[config.mk]
export PLATFORM = sky130hd
export DESIGN_NAME = eit_event_header_descriptor_parser_core_flat
export DESIGN_NICKNAME = d
export VERILOG_FILES = /design/src/hw/rtl/eitp_pkg.sv /design/src/hw/rtl/eitp_chan_if.sv /design/src/hw/rtl/eitp_parse.sv /design/src/hw/rtl/eitp_res_fifo.sv /design/src/hw/rtl/eit_event_header_descriptor_parser_core.sv /design/src/flat_wrapper.sv
export SDC_FILE = /design/constraint.sdc
export NUM_CORES = 2
export LEC_CHECK = 0
export ABC_AREA = 1
export CORE_MARGIN = 5
export CORE_UTILIZATION = 55
export CTS_CLUSTER_SIZE = 40
export DETAILED_ROUTE_END_ITERATION = 12
export DONT_BUFFER_PORTS = 1
export GPL_ROUTABILITY_DRIVEN = 0
export PLACE_DENSITY_LB_ADDON = 0.05
export SETUP_SLACK_MARGIN = 0.05
export SYNTH_ARGS = -nofsm -noshare
export SYNTH_HDL_FRONTEND = slang
export SYNTH_SLANG_ARGS = --single-unit
[constraint.sdc]
create_clock -name clk -period 11.9 [get_ports clk]
set_clock_uncertainty 0.2 [all_clocks]
set_input_delay 0.595 -clock clk [delete_from_list [all_inputs] [get_ports clk]]
set_output_delay 0.595 -clock clk [all_outputs]
set_load 0.005 [all_outputs]
[src/hw/rtl/eitp_pkg.sv]
package eitp_pkg;

  // Result kinds
  localparam logic [1:0] KIND_HEADER  = 2'd0;
  localparam logic [1:0] KIND_CONTENT = 2'd1;
  localparam logic [1:0] KIND_PIL     = 2'd2;
  localparam logic [1:0] KIND_END     = 2'd3;

  // Descriptor tags
  localparam logic [7:0] TAG_CONTENT = 8'h54;
  localparam logic [7:0] TAG_PDC     = 8'h69;

  // Parse position codes: header bytes, then the descriptor loop phases
  localparam logic [3:0] POS_EID_HI  = 4'd0;
  localparam logic [3:0] POS_EID_LO  = 4'd1;
  localparam logic [3:0] POS_MJD_HI  = 4'd2;
  localparam logic [3:0] POS_MJD_LO  = 4'd3;
  localparam logic [3:0] POS_START_H = 4'd4;
  localparam logic [3:0] POS_START_S = 4'd6;
  localparam logic [3:0] POS_DUR_H   = 4'd7;
  localparam logic [3:0] POS_DUR_S   = 4'd9;
  localparam logic [3:0] POS_LOOP_HI = 4'd10;
  localparam logic [3:0] POS_LOOP_LO = 4'd11;
  localparam logic [3:0] POS_TAG     = 4'd12;
  localparam logic [3:0] POS_LEN     = 4'd13;
  localparam logic [3:0] POS_BODY    = 4'd14;
  localparam logic [3:0] POS_DONE    = 4'd15;

  // Time unit selects for BCD fields
  localparam logic [1:0] UNIT_HOURS   = 2'd0;
  localparam logic [1:0] UNIT_MINUTES = 2'd1;

  // Result queue
  localparam int RES_DEPTH = 4;
  localparam int RES_PTR_W = 2;
  localparam int RES_CNT_W = 3;

  typedef struct packed {
    logic [1:0]  kind;
    logic [15:0] event_id;
    logic [15:0] mjd_date;
    logic [19:0] start_seconds;
    logic [19:0] duration_seconds;
    logic [2:0]  run_status;
    logic [15:0] content_code;
    logic [19:0] pil_value;
    logic        overrun_error;
    logic        last_result;
  } eitp_res_t;

  // Up to two results pushed per byte, r0 first
  typedef struct packed {
    logic [1:0] n;
    eitp_res_t  r0;
    eitp_res_t  r1;
  } eitp_push_t;

  function automatic logic [19:0] bcd_seconds(input logic [7:0] b, input logic [1:0] unit_sel);
    logic [7:0] v;
    v = {4'd0, b[7:4]} * 8'd10 + {4'd0, b[3:0]};
    case (unit_sel)
      UNIT_HOURS:   return {12'd0, v} * 20'd3600;
      UNIT_MINUTES: return {12'd0, v} * 20'd60;
      default:      return {12'd0, v};
    endcase
  endfunction

endpackage

[src/hw/rtl/eitp_chan_if.sv]
interface eitp_in_if;
  logic       valid;
  logic       ready;
  logic [7:0] data_byte;
  logic       first_byte;

  modport source (output valid, output data_byte, output first_byte, input ready);
  modport sink   (input valid, input data_byte, input first_byte, output ready);
endinterface

interface eitp_out_if;
  logic        valid;
  logic        ready;
  logic [1:0]  kind;
  logic [15:0] event_id;
  logic [15:0] mjd_date;
  logic [19:0] start_seconds;
  logic [19:0] duration_seconds;
  logic [2:0]  run_status;
  logic [15:0] content_code;
  logic [19:0] pil_value;
  logic        overrun_error;
  logic        last_result;

  modport source (output valid, output kind, output event_id, output mjd_date,
                  output start_seconds, output duration_seconds, output run_status,
                  output content_code, output pil_value, output overrun_error,
                  output last_result, input ready);
  modport sink   (input valid, input kind, input event_id, input mjd_date,
                  input start_seconds, input duration_seconds, input run_status,
                  input content_code, input pil_value, input overrun_error,
                  input last_result, output ready);
endinterface

[src/hw/rtl/eitp_parse.sv]
module eitp_parse
  import eitp_pkg::*;
(
  input  logic       clk,
  input  logic       rst_n,
  input  logic       in_fire,
  input  logic [7:0] in_data_byte,
  input  logic       in_first_byte,
  output eitp_push_t push
);

  logic [3:0]  pos_r, pos_nxt;
  logic [11:0] loop_r, loop_nxt;
  logic [7:0]  tag_r, tag_nxt;
  logic [7:0]  dlen_r, dlen_nxt;
  logic [7:0]  dpos_r, dpos_nxt;
  logic [15:0] eid_r, eid_nxt;
  logic [15:0] mjd_r, mjd_nxt;
  logic [19:0] start_r, start_nxt;
  logic [19:0] dur_r, dur_nxt;
  logic [2:0]  run_r, run_nxt;
  logic [15:0] pil_sh_r, pil_sh_nxt;
  logic        pil_seen_r, pil_seen_nxt;
  logic [7:0]  code_hi_r, code_hi_nxt;

  eitp_res_t  prim, end_res;
  logic       prim_v, end_v, end_err, desc_done;
  logic [1:0] unit_sel;

  always_comb begin
    pos_nxt      = pos_r;
    loop_nxt     = loop_r;
    tag_nxt      = tag_r;
    dlen_nxt     = dlen_r;
    dpos_nxt     = dpos_r;
    eid_nxt      = eid_r;
    mjd_nxt      = mjd_r;
    start_nxt    = start_r;
    dur_nxt      = dur_r;
    run_nxt      = run_r;
    pil_sh_nxt   = pil_sh_r;
    pil_seen_nxt = pil_seen_r;
    code_hi_nxt  = code_hi_r;
    prim         = '0;
    prim_v       = 1'b0;
    end_v        = 1'b0;
    end_err      = 1'b0;
    desc_done    = 1'b0;
    unit_sel     = UNIT_HOURS;

    if (in_fire) begin
      // New entry: drop whatever is in progress
      if (in_first_byte) begin
        pos_nxt      = POS_EID_HI;
        loop_nxt     = '0;
        tag_nxt      = '0;
        dlen_nxt     = '0;
        dpos_nxt     = '0;
        eid_nxt      = '0;
        mjd_nxt      = '0;
        start_nxt    = '0;
        dur_nxt      = '0;
        run_nxt      = '0;
        pil_sh_nxt   = '0;
        pil_seen_nxt = 1'b0;
        code_hi_nxt  = '0;
      end

      if (pos_nxt < POS_TAG) begin
        if (pos_nxt == POS_EID_HI) begin
          eid_nxt = eid_nxt | {in_data_byte, 8'h00};
        end else if (pos_nxt == POS_EID_LO) begin
          eid_nxt = eid_nxt | {8'h00, in_data_byte};
        end else if (pos_nxt == POS_MJD_HI) begin
          mjd_nxt = mjd_nxt | {in_data_byte, 8'h00};
        end else if (pos_nxt == POS_MJD_LO) begin
          mjd_nxt = mjd_nxt | {8'h00, in_data_byte};
        end else if (pos_nxt <= POS_START_S) begin
          unit_sel  = pos_nxt[1:0] - POS_START_H[1:0];
          start_nxt = start_nxt + bcd_seconds(in_data_byte, unit_sel);
        end else if (pos_nxt <= POS_DUR_S) begin
          unit_sel = pos_nxt[1:0] - POS_DUR_H[1:0];
          dur_nxt  = dur_nxt + bcd_seconds(in_data_byte, unit_sel);
        end else if (pos_nxt == POS_LOOP_HI) begin
          run_nxt  = in_data_byte[7:5];
          loop_nxt = {in_data_byte[3:0], 8'h00};
        end else begin
          loop_nxt               = loop_nxt | {4'h0, in_data_byte};
          prim_v                 = 1'b1;
          prim.kind              = KIND_HEADER;
          prim.event_id          = eid_nxt;
          prim.mjd_date          = mjd_nxt;
          prim.start_seconds     = start_nxt;
          prim.duration_seconds  = dur_nxt;
          prim.run_status        = run_nxt;
        end
        if (pos_nxt == POS_LOOP_LO && loop_nxt == '0) begin
          end_v = 1'b1;
        end
        pos_nxt = pos_nxt + 4'd1;
      end else if (pos_nxt == POS_TAG) begin
        if (loop_nxt < 12'd2) begin
          end_v   = 1'b1;
          end_err = 1'b1;
        end else begin
          loop_nxt = loop_nxt - 12'd1;
          tag_nxt  = in_data_byte;
          pos_nxt  = POS_LEN;
        end
      end else if (pos_nxt == POS_LEN) begin
        loop_nxt = loop_nxt - 12'd1;
        dlen_nxt = in_data_byte;
        dpos_nxt = '0;
        if ({4'h0, in_data_byte} > loop_nxt) begin
          end_v   = 1'b1;
          end_err = 1'b1;
        end else if (in_data_byte == 8'd0) begin
          desc_done = 1'b1;
        end else begin
          pos_nxt = POS_BODY;
        end
      end else if (pos_nxt == POS_BODY) begin
        loop_nxt = loop_nxt - 12'd1;
        if (tag_nxt == TAG_CONTENT) begin
          if (!dpos_nxt[0]) begin
            code_hi_nxt = in_data_byte;
          end else begin
            prim_v            = 1'b1;
            prim.kind         = KIND_CONTENT;
            prim.content_code = {code_hi_nxt, in_data_byte};
          end
        end else if (tag_nxt == TAG_PDC && !pil_seen_nxt) begin
          if (dpos_nxt == 8'd0) begin
            pil_sh_nxt = {in_data_byte, 8'h00};
          end else if (dpos_nxt == 8'd1) begin
            pil_sh_nxt[7:0] = in_data_byte;
          end else if (dpos_nxt == 8'd2) begin
            prim_v         = 1'b1;
            prim.kind      = KIND_PIL;
            prim.pil_value = {pil_sh_nxt[11:0], in_data_byte};
          end
        end
        dpos_nxt = dpos_nxt + 8'd1;
        if (dpos_nxt >= dlen_nxt) begin
          desc_done = 1'b1;
        end
      end
      // done phase: ignore the byte

      if (desc_done) begin
        if (tag_nxt == TAG_PDC) begin
          pil_seen_nxt = 1'b1;
        end
        if (loop_nxt == '0) begin
          end_v = 1'b1;
        end else begin
          pos_nxt = POS_TAG;
        end
      end

      if (end_v) begin
        pos_nxt = POS_DONE;
      end
    end
  end

  always_comb begin
    end_res               = '0;
    end_res.kind          = KIND_END;
    end_res.overrun_error = end_err;
    end_res.last_result   = 1'b1;

    push = '0;
    if (prim_v) begin
      push.r0             = prim;
      push.r0.last_result = !end_v;
      push.r1             = end_res;
    end else begin
      push.r0 = end_res;
    end
    push.n = {1'b0, prim_v} + {1'b0, end_v};
  end

  always_ff @(posedge clk) begin
    if (!rst_n) begin
      pos_r      <= POS_EID_HI;
      loop_r     <= '0;
      tag_r      <= '0;
      dlen_r     <= '0;
      dpos_r     <= '0;
      eid_r      <= '0;
      mjd_r      <= '0;
      start_r    <= '0;
      dur_r      <= '0;
      run_r      <= '0;
      pil_sh_r   <= '0;
      pil_seen_r <= 1'b0;
      code_hi_r  <= '0;
    end else begin
      pos_r      <= pos_nxt;
      loop_r     <= loop_nxt;
      tag_r      <= tag_nxt;
      dlen_r     <= dlen_nxt;
      dpos_r     <= dpos_nxt;
      eid_r      <= eid_nxt;
      mjd_r      <= mjd_nxt;
      start_r    <= start_nxt;
      dur_r      <= dur_nxt;
      run_r      <= run_nxt;
      pil_sh_r   <= pil_sh_nxt;
      pil_seen_r <= pil_seen_nxt;
      code_hi_r  <= code_hi_nxt;
    end
  end

  a_pair_ends: assert property (@(posedge clk) disable iff (!rst_n)
    push.n == 2'd2 |-> push.r1.kind == KIND_END && push.r0.kind != KIND_END)
    else $error("two results without a closing end result");

  a_end_to_done: assert property (@(posedge clk) disable iff (!rst_n)
    end_v |=> pos_r == POS_DONE)
    else $error("end result did not close the entry");

  a_done_silent: assert property (@(posedge clk) disable iff (!rst_n)
    in_fire && !in_first_byte && pos_r == POS_DONE |-> push.n == 2'd0)
    else $error("result from a finished entry");

  a_no_push_idle: assert property (@(posedge clk) disable iff (!rst_n)
    !in_fire |-> push.n == 2'd0)
    else $error("result without an accepted item");

endmodule

[src/hw/rtl/eitp_res_fifo.sv]
module eitp_res_fifo
  import eitp_pkg::*;
(
  input  logic       clk,
  input  logic       rst_n,
  input  eitp_push_t push,
  output logic       room,
  eitp_out_if.source out_chan
);

  eitp_res_t              mem_r [RES_DEPTH];
  logic [RES_PTR_W-1:0]   wr_r, wr_nxt;
  logic [RES_PTR_W-1:0]   rd_r, rd_nxt;
  logic [RES_CNT_W-1:0]   cnt_r, cnt_nxt;
  logic                   pop;
  eitp_res_t              head;

  // Keep room for two results from one item
  assign room = cnt_r <= RES_CNT_W'(RES_DEPTH - 2);
  assign pop  = out_chan.valid && out_chan.ready;
  assign head = mem_r[rd_r];

  assign out_chan.valid            = cnt_r != '0;
  assign out_chan.kind             = head.kind;
  assign out_chan.event_id         = head.event_id;
  assign out_chan.mjd_date         = head.mjd_date;
  assign out_chan.start_seconds    = head.start_seconds;
  assign out_chan.duration_seconds = head.duration_seconds;
  assign out_chan.run_status       = head.run_status;
  assign out_chan.content_code     = head.content_code;
  assign out_chan.pil_value        = head.pil_value;
  assign out_chan.overrun_error    = head.overrun_error;
  assign out_chan.last_result      = head.last_result;

  always_comb begin
    wr_nxt  = wr_r + RES_PTR_W'(push.n);
    rd_nxt  = rd_r + RES_PTR_W'(pop);
    cnt_nxt = cnt_r + RES_CNT_W'(push.n) - RES_CNT_W'(pop);
  end

  always_ff @(posedge clk) begin
    if (push.n != 2'd0) begin
      mem_r[wr_r] <= push.r0;
    end
    if (push.n == 2'd2) begin
      mem_r[wr_r + RES_PTR_W'(1)] <= push.r1;
    end
  end

  always_ff @(posedge clk) begin
    if (!rst_n) begin
      wr_r  <= '0;
      rd_r  <= '0;
      cnt_r <= '0;
    end else begin
      wr_r  <= wr_nxt;
      rd_r  <= rd_nxt;
      cnt_r <= cnt_nxt;
    end
  end

  a_cnt_bound: assert property (@(posedge clk) disable iff (!rst_n)
    cnt_r <= RES_CNT_W'(RES_DEPTH))
    else $error("result queue overflow");

  a_push_room: assert property (@(posedge clk) disable iff (!rst_n)
    push.n != 2'd0 |-> cnt_r <= RES_CNT_W'(RES_DEPTH - 2))
    else $error("push into a queue without room");

  a_ptr_gap: assert property (@(posedge clk) disable iff (!rst_n)
    RES_PTR_W'(wr_r - rd_r) == RES_PTR_W'(cnt_r))
    else $error("queue pointers disagree with count");

endmodule

[src/hw/rtl/eit_event_header_descriptor_parser_core.sv]
// Latency: results are registered in the result queue; a result is offered on out_chan
// the cycle after its byte is accepted if no older result is waiting. Throughput: one
// byte per cycle; the four-entry queue drops in_chan.ready when it holds over two
// results, which keeps room for bytes with two (header, code or pil with end).
// Reset (rst_n low, synchronous): parse state cleared, queue emptied.
module eit_event_header_descriptor_parser_core
  import eitp_pkg::*;
(
  input  logic       clk,
  input  logic       rst_n,
  eitp_in_if.sink    in_chan,
  eitp_out_if.source out_chan
);

  eitp_push_t push;
  logic       room;
  logic       fire;

  assign in_chan.ready = room;
  assign fire          = in_chan.valid && room;

  eitp_parse u_parse (
    .clk           (clk),
    .rst_n         (rst_n),
    .in_fire       (fire),
    .in_data_byte  (in_chan.data_byte),
    .in_first_byte (in_chan.first_byte),
    .push          (push)
  );

  eitp_res_fifo u_fifo (
    .clk      (clk),
    .rst_n    (rst_n),
    .push     (push),
    .room     (room),
    .out_chan (out_chan)
  );

endmodule
[src/flat_wrapper.sv]
// flat-port wrapper written by rule: the top's interface ports become plain ports
module eit_event_header_descriptor_parser_core_flat import eitp_pkg::*;
  (clk, rst_n, in_chan_valid, in_chan_data_byte, in_chan_first_byte, in_chan_ready, out_chan_valid, out_chan_kind, out_chan_event_id, out_chan_mjd_date, out_chan_start_seconds, out_chan_duration_seconds, out_chan_run_status, out_chan_content_code, out_chan_pil_value, out_chan_overrun_error, out_chan_last_result, out_chan_ready);
  eitp_in_if in_chan_i ();
  eitp_out_if out_chan_i ();
  input  logic clk;
  input  logic rst_n;
  input wire logic [$bits(in_chan_i.valid)-1:0] in_chan_valid;
  input wire logic [$bits(in_chan_i.data_byte)-1:0] in_chan_data_byte;
  input wire logic [$bits(in_chan_i.first_byte)-1:0] in_chan_first_byte;
  output wire logic [$bits(in_chan_i.ready)-1:0] in_chan_ready;
  output wire logic [$bits(out_chan_i.valid)-1:0] out_chan_valid;
  output wire logic [$bits(out_chan_i.kind)-1:0] out_chan_kind;
  output wire logic [$bits(out_chan_i.event_id)-1:0] out_chan_event_id;
  output wire logic [$bits(out_chan_i.mjd_date)-1:0] out_chan_mjd_date;
  output wire logic [$bits(out_chan_i.start_seconds)-1:0] out_chan_start_seconds;
  output wire logic [$bits(out_chan_i.duration_seconds)-1:0] out_chan_duration_seconds;
  output wire logic [$bits(out_chan_i.run_status)-1:0] out_chan_run_status;
  output wire logic [$bits(out_chan_i.content_code)-1:0] out_chan_content_code;
  output wire logic [$bits(out_chan_i.pil_value)-1:0] out_chan_pil_value;
  output wire logic [$bits(out_chan_i.overrun_error)-1:0] out_chan_overrun_error;
  output wire logic [$bits(out_chan_i.last_result)-1:0] out_chan_last_result;
  input wire logic [$bits(out_chan_i.ready)-1:0] out_chan_ready;
  assign in_chan_i.valid = in_chan_valid;
  assign in_chan_i.data_byte = in_chan_data_byte;
  assign in_chan_i.first_byte = in_chan_first_byte;
  assign in_chan_ready = in_chan_i.ready;
  assign out_chan_valid = out_chan_i.valid;
  assign out_chan_kind = out_chan_i.kind;
  assign out_chan_event_id = out_chan_i.event_id;
  assign out_chan_mjd_date = out_chan_i.mjd_date;
  assign out_chan_start_seconds = out_chan_i.start_seconds;
  assign out_chan_duration_seconds = out_chan_i.duration_seconds;
  assign out_chan_run_status = out_chan_i.run_status;
  assign out_chan_content_code = out_chan_i.content_code;
  assign out_chan_pil_value = out_chan_i.pil_value;
  assign out_chan_overrun_error = out_chan_i.overrun_error;
  assign out_chan_last_result = out_chan_i.last_result;
  assign out_chan_i.ready = out_chan_ready;
  eit_event_header_descriptor_parser_core u_core (.clk(clk), .rst_n(rst_n), .in_chan(in_chan_i), .out_chan(out_chan_i));
endmodule
=== Word level (Yosys, flattened, before mapping) ===
Memory sizes are Yosys's and may differ from the RTL's. A register that Yosys moved wholly into a read port is not among the register bits.
Index checks and enable logic that the tools add are counted.

* Add/subtract/negate cells: 13
* Multipliers: 3
* Div/mod/pow operators: 0
* $lt $le $gt $ge: 7
* Equal/unequal tests: 16
* Shift operators: 0
* Multiplexer cells: 196
* Bitwise gates (word level): 5
* Reduce and logical (&&, ||, !) cells: 15

{| class="wikitable"
|+ Operators by type and width
! operator !! count
|-
| $mux 20 || 37
|-
| $mux 75 || 8
|-
| $mux 16 || 21
|-
| $mux 115 || 2
|-
| $mux 8 || 27
|-
| $mux 12 || 17
|-
| $mux 36 || 4
|-
| $mux 113 || 1
|-
| $pmux 20 s2 || 2
|-
| $mux 1 || 47
|-
| $mux 4 || 11
|-
| $add 20x20->20 || 2
|-
| $or 16x16->16 || 2
|-
| $or 16x8->16 || 2
|-
| $mux 3 || 9
|-
| $eq 8x7->1 const B || 3
|-
| $logic_not 12->1 || 2
|-
| $eq 4x4->1 const B || 5
|-
| $mux 2 || 10
|-
| $logic_not 8->1 || 2
|-
| $mul 8x8->16 const B || 1
|-
| $gt 8x12->1 || 1
|-
| $lt 12x2->1 const B || 1
|-
| $mul 8x4->12 const B || 1
|-
| 30 further kinds || 37
|}

* Register bits: 147
* Bits in latches: 0
* Bits in writable memories: 460
* Bits in read-only memories: 0
* Bits of input ports: 13
* Word-level logic and storage cells: 272
* Memories kept: 1

{| class="wikitable"
|+ Memory list
! name !! words !! bits a word !! rd ports !! clocked after memory_dff !! write ports !! line !! RTL
|-
| u_core.u_fifo.mem_r || 4 || 115 || 1 || 1 || 2 || eitp_res_fifo.sv:11 || <nowiki>eitp_res_t mem_r [RES_DEPTH];</nowiki>
|}

=== Logic depth before layout (Yosys ltp) ===
* Word-level depth: 25
* Mapped depth: 35
* Gate-level depth less buffers: 35

=== By module ===
A second synthesis with hierarchy kept.

* Cell total of the unflattened synthesis: 4489
* Area, all modules: 37120.6 um^2

{| class="wikitable"
|+ Modules (own cells, without submodules)
! module !! times used !! cells an instance !! area each (um^2)
|-
| eitp_res_fifo || 1 || 2312 || 23182.2
|-
| eitp_parse || 1 || 2175 || 13930.9
|-
| eit_event_header_descriptor_parser_core || 1 || 2 || 7.5
|}

=== Worst setup path after synthesis ===
Ideal clock, no wire load.

* Path kind: input port to flip-flop
* From: input port in_chan_data_byte[5]
* To: register u_core.u_parse.dur_r[18]
* Setup time: 0.070 ns
* Data arrival time: 5.779 ns
* Data required time: 11.630 ns
* Setup slack: 5.851 ns
* Cell stages on the path: 25
* Cell sequence: ha_1 > nand2_1 > inv_1 > fa_1 > inv_1 > nor2_1 > xor2_1 > fa_1 > ha_1 > ha_1 > ha_1 > ha_1 > inv_1 > o21ai_0 > xnor2_1 > nor2_1 > ha_1 > inv_1 > nor3_1 > nor3b_1 > nand4_1 > a31o_2 > nand3_1 > o21ai_0 > a21oi_1

* Longest elaborated chain between the ends: 20

{| class="wikitable"
|+ RTL lines
! item !! line !! RTL
|-
| start: declaration || flat_wrapper.sv:9 || <nowiki>input wire logic [$bits(in_chan_i.data_byte)-1:0] in_chan_data_byte;</nowiki>
|-
| $mul 4x3->7 * || eitp_pkg.sv:60 || <nowiki>v = {4'd0, b[7:4]} * 8'd10 + {4'd0, b[3:0]};</nowiki>
|-
| $add 8x4->8 * || eitp_pkg.sv:60 ||
|-
| $mul 8x4->12 / $mul 8x8->16 (equally long branches) || eitp_pkg.sv:63, eitp_pkg.sv:62 ||
|-
| $pmux 20 s2 * || eitp_pkg.sv:61 || <nowiki>case (unit_sel)</nowiki>
|-
| $mux 20 * || eitp_parse.sv:81 || <nowiki>end else if (pos_nxt <= POS_DUR_S) begin</nowiki>
|-
| $mux 20 * || eitp_parse.sv:78 || <nowiki>end else if (pos_nxt <= POS_START_S) begin</nowiki>
|-
| $mux 20 * || eitp_parse.sv:76 || <nowiki>end else if (pos_nxt == POS_MJD_LO) begin</nowiki>
|-
| $mux 20 * || eitp_parse.sv:74 || <nowiki>end else if (pos_nxt == POS_MJD_HI) begin</nowiki>
|-
| [... 4 more ...] || n/a ||
|-
| $add 20x20->20 * || eitp_parse.sv:83 || <nowiki>dur_nxt = dur_nxt + bcd_seconds(in_data_byte, unit_sel);</nowiki>
|-
| $mux 20 * || eitp_parse.sv:81 ||
|-
| $mux 20 * || eitp_parse.sv:78 ||
|-
| $mux 20 * || eitp_parse.sv:76 ||
|-
| $mux 20 * || eitp_parse.sv:74 ||
|-
| $mux 20 * || eitp_parse.sv:72 || <nowiki>end else if (pos_nxt == POS_EID_LO) begin</nowiki>
|-
| $mux 20 * || eitp_parse.sv:70 || <nowiki>if (pos_nxt == POS_EID_HI) begin</nowiki>
|-
| $mux 20 * || eitp_parse.sv:69 || <nowiki>if (pos_nxt < POS_TAG) begin</nowiki>
|-
| end signal: assignment || eitp_parse.sv:208 || <nowiki>dur_r <= dur_nxt;</nowiki>
|-
| end: declaration || eitp_parse.sv:20 || <nowiki>logic [19:0] dur_r, dur_nxt;</nowiki>
|}

Mark *: on every way between the ends. The rest lies on a longest branch, timed or not. The select of a mux whose other input is x is not followed.
A chain may end at the register's enable or synchronous reset.

==> impl_metrics.ini <==
[clock_tree]
cts_resized = 0
cts_tree = done
cts-root-buf = clkbuf_16
clock_latency_ns = 0.65
clk_pin_slew_ns = 0.07
htreeDepth = 2
cts_max_path_buffers = 3
clock-sinks = 603
numCtsBuffers = 61

[grt]
grt_use_total_pct = 32.7
grt_max_degree = 142
grt_pass1_vias = 27225
antenna_found_initial = 2
grt_overflow = 0
grt_first_pass_wirelength_mm = 159

[sta]
tns_ns = 0
worst_slew_pin_slew_ns = 1.21
rsz0062_at_grt = no
setup_viol = 0
holdWs_ns = 0.0143
drv_slew = 0
hold_violations = 0
fin_crit_ns = 7.04
timing.fmax_mhz = 142
period_share_pct = 59.2
slew_headroom_pct = 19.1

[status]
status = finished clean

[layout]
drive_gt1_share_pct = 5.39
area_growth_pct = 7.47
final_nets = 3926
antennaDiodeCount = 0
fin_cells = 4570

[placed_design]
io_buffers = 0
dp_hpwl_mm = 63.8
place_inst = 4449

[routing]
dr_total_vias = 29250
drc = 0
totalWireLength_mm = 103
vias_per_cell = 6.40
drt_iter0_drc = 3447
post_drt_wl_per_cell_um = 22.6
drtAntennaViolNets = 0
dr.pass1.iters = 6

[logic_synthesis]
seq_area_frac_synth_pct = 39.8
syn_inst = 3963
synth_area_um2 = 30700
yosysWarnings = 0
syn_nets = 4115
synth-main-ff-cell = dfxtp_1
ys_types = 56
synth_edf_count = 16
async_reset_ff_share_pct = 0
syn_area_per_cell_um2 = 7.75
ys_ff_latch = 603

[pwr]
p_leak_nw = 13.5
vdd_drop_max_mv = 0.273
cellPowerDensity_nw_per_um2 = 206
power_mw = 6.80

[floorplanning]
die_w_um = 246
die_area_um2 = 60600
core_um2 = 55200
boundaryPins = 130
initial_core_util_pct = 55.6
rows = 86
die_y_um = 246

[min_path]
min_delay_path_depth = 3
hold_path_class = primary input to flop

[worst_setup_path]
worstPathMaxFanout = 83
r2r.worst_path.cells = 20
startpoint_type = flop
critPathCaptureType = flop
crit_required_ns = 12.24
path_class = flop to flop
cp.arrival_ns = 7.38

[flow_run]
maxCapViolCount = 0
-- layer usage --
metal  track usage (%)  vias to the layer above  part of all wire (%)
li1                  -                    13542                     -
met1              45.5                    14092                    43
met2              51.3                     1425                    44
met3              7.58                      187                    10
met4              8.88                        4                   2.7
met5                 0                        -                 0.026
-- synth_stat cells (all sizes together) (16+ instances only) --
cell type | count | area [µm²]
o22ai | 131 | 820
a22o | 80 | 701
nand3 | 111 | 556
xor2 | 27 | 236
nor2 | 475 | 1850
xnor2 | 18 | 158
dfxtp | 587 | 11800
ha | 123 | 1540
o21ai | 530 | 2660
nand4 | 20 | 131
a211oi | 17 | 128
nor3 | 27 | 150
nand2 | 564 | 2140
o211ai | 22 | 165
a32o | 251 | 2510
fa | 16 | 320
inv | 329 | 1240
a21oi | 214 | 1080
clkbuf | 230 | 863
buf | 63 | 344
edfxtp | 16 | 480
-- path summary, 6_finish.rpt --
path	start	end	slack [ns]
max	u_core.u_parse.pos_r[2]$_SDFFE_PN0P_	u_core.u_fifo.mem_r[2][27]$_SDFFE_PP0P_	4.86
min reg2reg	u_core.u_fifo.mem_r[2][76]$_SDFFE_PP0P_	u_core.u_fifo.mem_r[2][76]$_SDFFE_PP0P_	0.25
min	in_chan_first_byte	u_core.u_parse.dur_r[8]$_SDFFE_PN0P_	0.01
max reg2reg	u_core.u_parse.pos_r[2]$_SDFFE_PN0P_	u_core.u_fifo.mem_r[2][27]$_SDFFE_PP0P_	4.86
-- cell families (layout without fill, tap and decap cells) --
logic type	count (synthesis)	after routing	share of synthesized area [%]
AOI/OAI and AO/OA	1323	1323	28.3
DFF	603	603	39.8
buffers and inverters	627	486	8.03
adders and majority gates	139	139	6.06
xor gates and xnor gates	45	45	1.28
and+or+nand+nor	1226	1226	16.5
-- worst max-delay path, stage by stage, from the launching register on --
cell and delay, ns:
dfxtp_1 0.47, inv_1 0.15, nor2_4 0.58, nand2_1 0.58, a21oi_1 0.80, nand2_1 0.15
nand3_1 0.12, nand2_1 0.08, nand2_1 0.07, nor2_1 0.07, nand4_1 0.09, nand2_1 0.07
nand2_2 0.19, ha_1 0.31, nor3_2 0.08, inv_1 0.79, nand2_1 0.38, clkinv_2 0.45
buf_4 0.96, nand2_1 0.14, o21ai_0 0.13
-- state kept, by name (all words and copies together), names as in the netlist, 3 cells and up --
name / cells
u_core.u_fifo.cnt_r: 3
u_core.u_fifo.mem_r: 460
u_core.u_parse.code_hi_r: 8
u_core.u_parse.dlen_r: 8
u_core.u_parse.dpos_r: 8
u_core.u_parse.dur_r: 20
u_core.u_parse.eid_r: 16
u_core.u_parse.loop_r: 12
u_core.u_parse.mjd_r: 16
u_core.u_parse.pil_sh_r: 12
u_core.u_parse.pos_r: 4
u_core.u_parse.run_r: 3
u_core.u_parse.start_r: 20
u_core.u_parse.tag_r: 8
-- final cells by class --
cell class	instances	area, µm²
inverter	334	1270
timing repair buffer	41	350
multi-input combinational	2733	16000
clock inverter	22	339
tap	748	936
sequential	603	12200
clock buffer	89	1820
fill	5036	22200
-- power by group --
part | leakage [nW] | internal, mW | switching, mW
Combinational | 7.57 | 0.804 | 1.75
Sequential | 4.89 | 2.10 | 0.0845
Clock | 1.05 | 1.21 | 0.845
Total | 13.5 | 4.12 | 2.68
-- metrics by stage --
stage	util [%]	setup slack, ns	cell area, µm²
floorplan	-	5.85	30700
global placement	55.6	4.74	30700
detailed placement	55.6	4.57	30700
CTS	59.8	5.04	33000
global route	59.8	4.52	33000
finish	59.8	4.86	33000
-- repair_timing --
| item | 4_1_cts | 5_1_grt |
|---|---|---|
| endpoints found under the setup margin | 0 | 0 |
| buffers inserted | 0 | 0 |
| endpoints found under the hold margin | 84 | 0 |
| hold buffers | 10 | 0 |
-- placed cells by master, fill, tap and decap left out, drive strengths merged, types with 80 or more instances in the layout --
cell type / n
a32o: 251
a22o: 80
dfxtp: 587
nand2: 564
o21ai: 530
a21oi: 214
clkbuf: 89
ha: 123
inv: 329
nor2: 475
o22ai: 131
nand3: 111
Note: power is estimated with default switching activity, not from simulation.
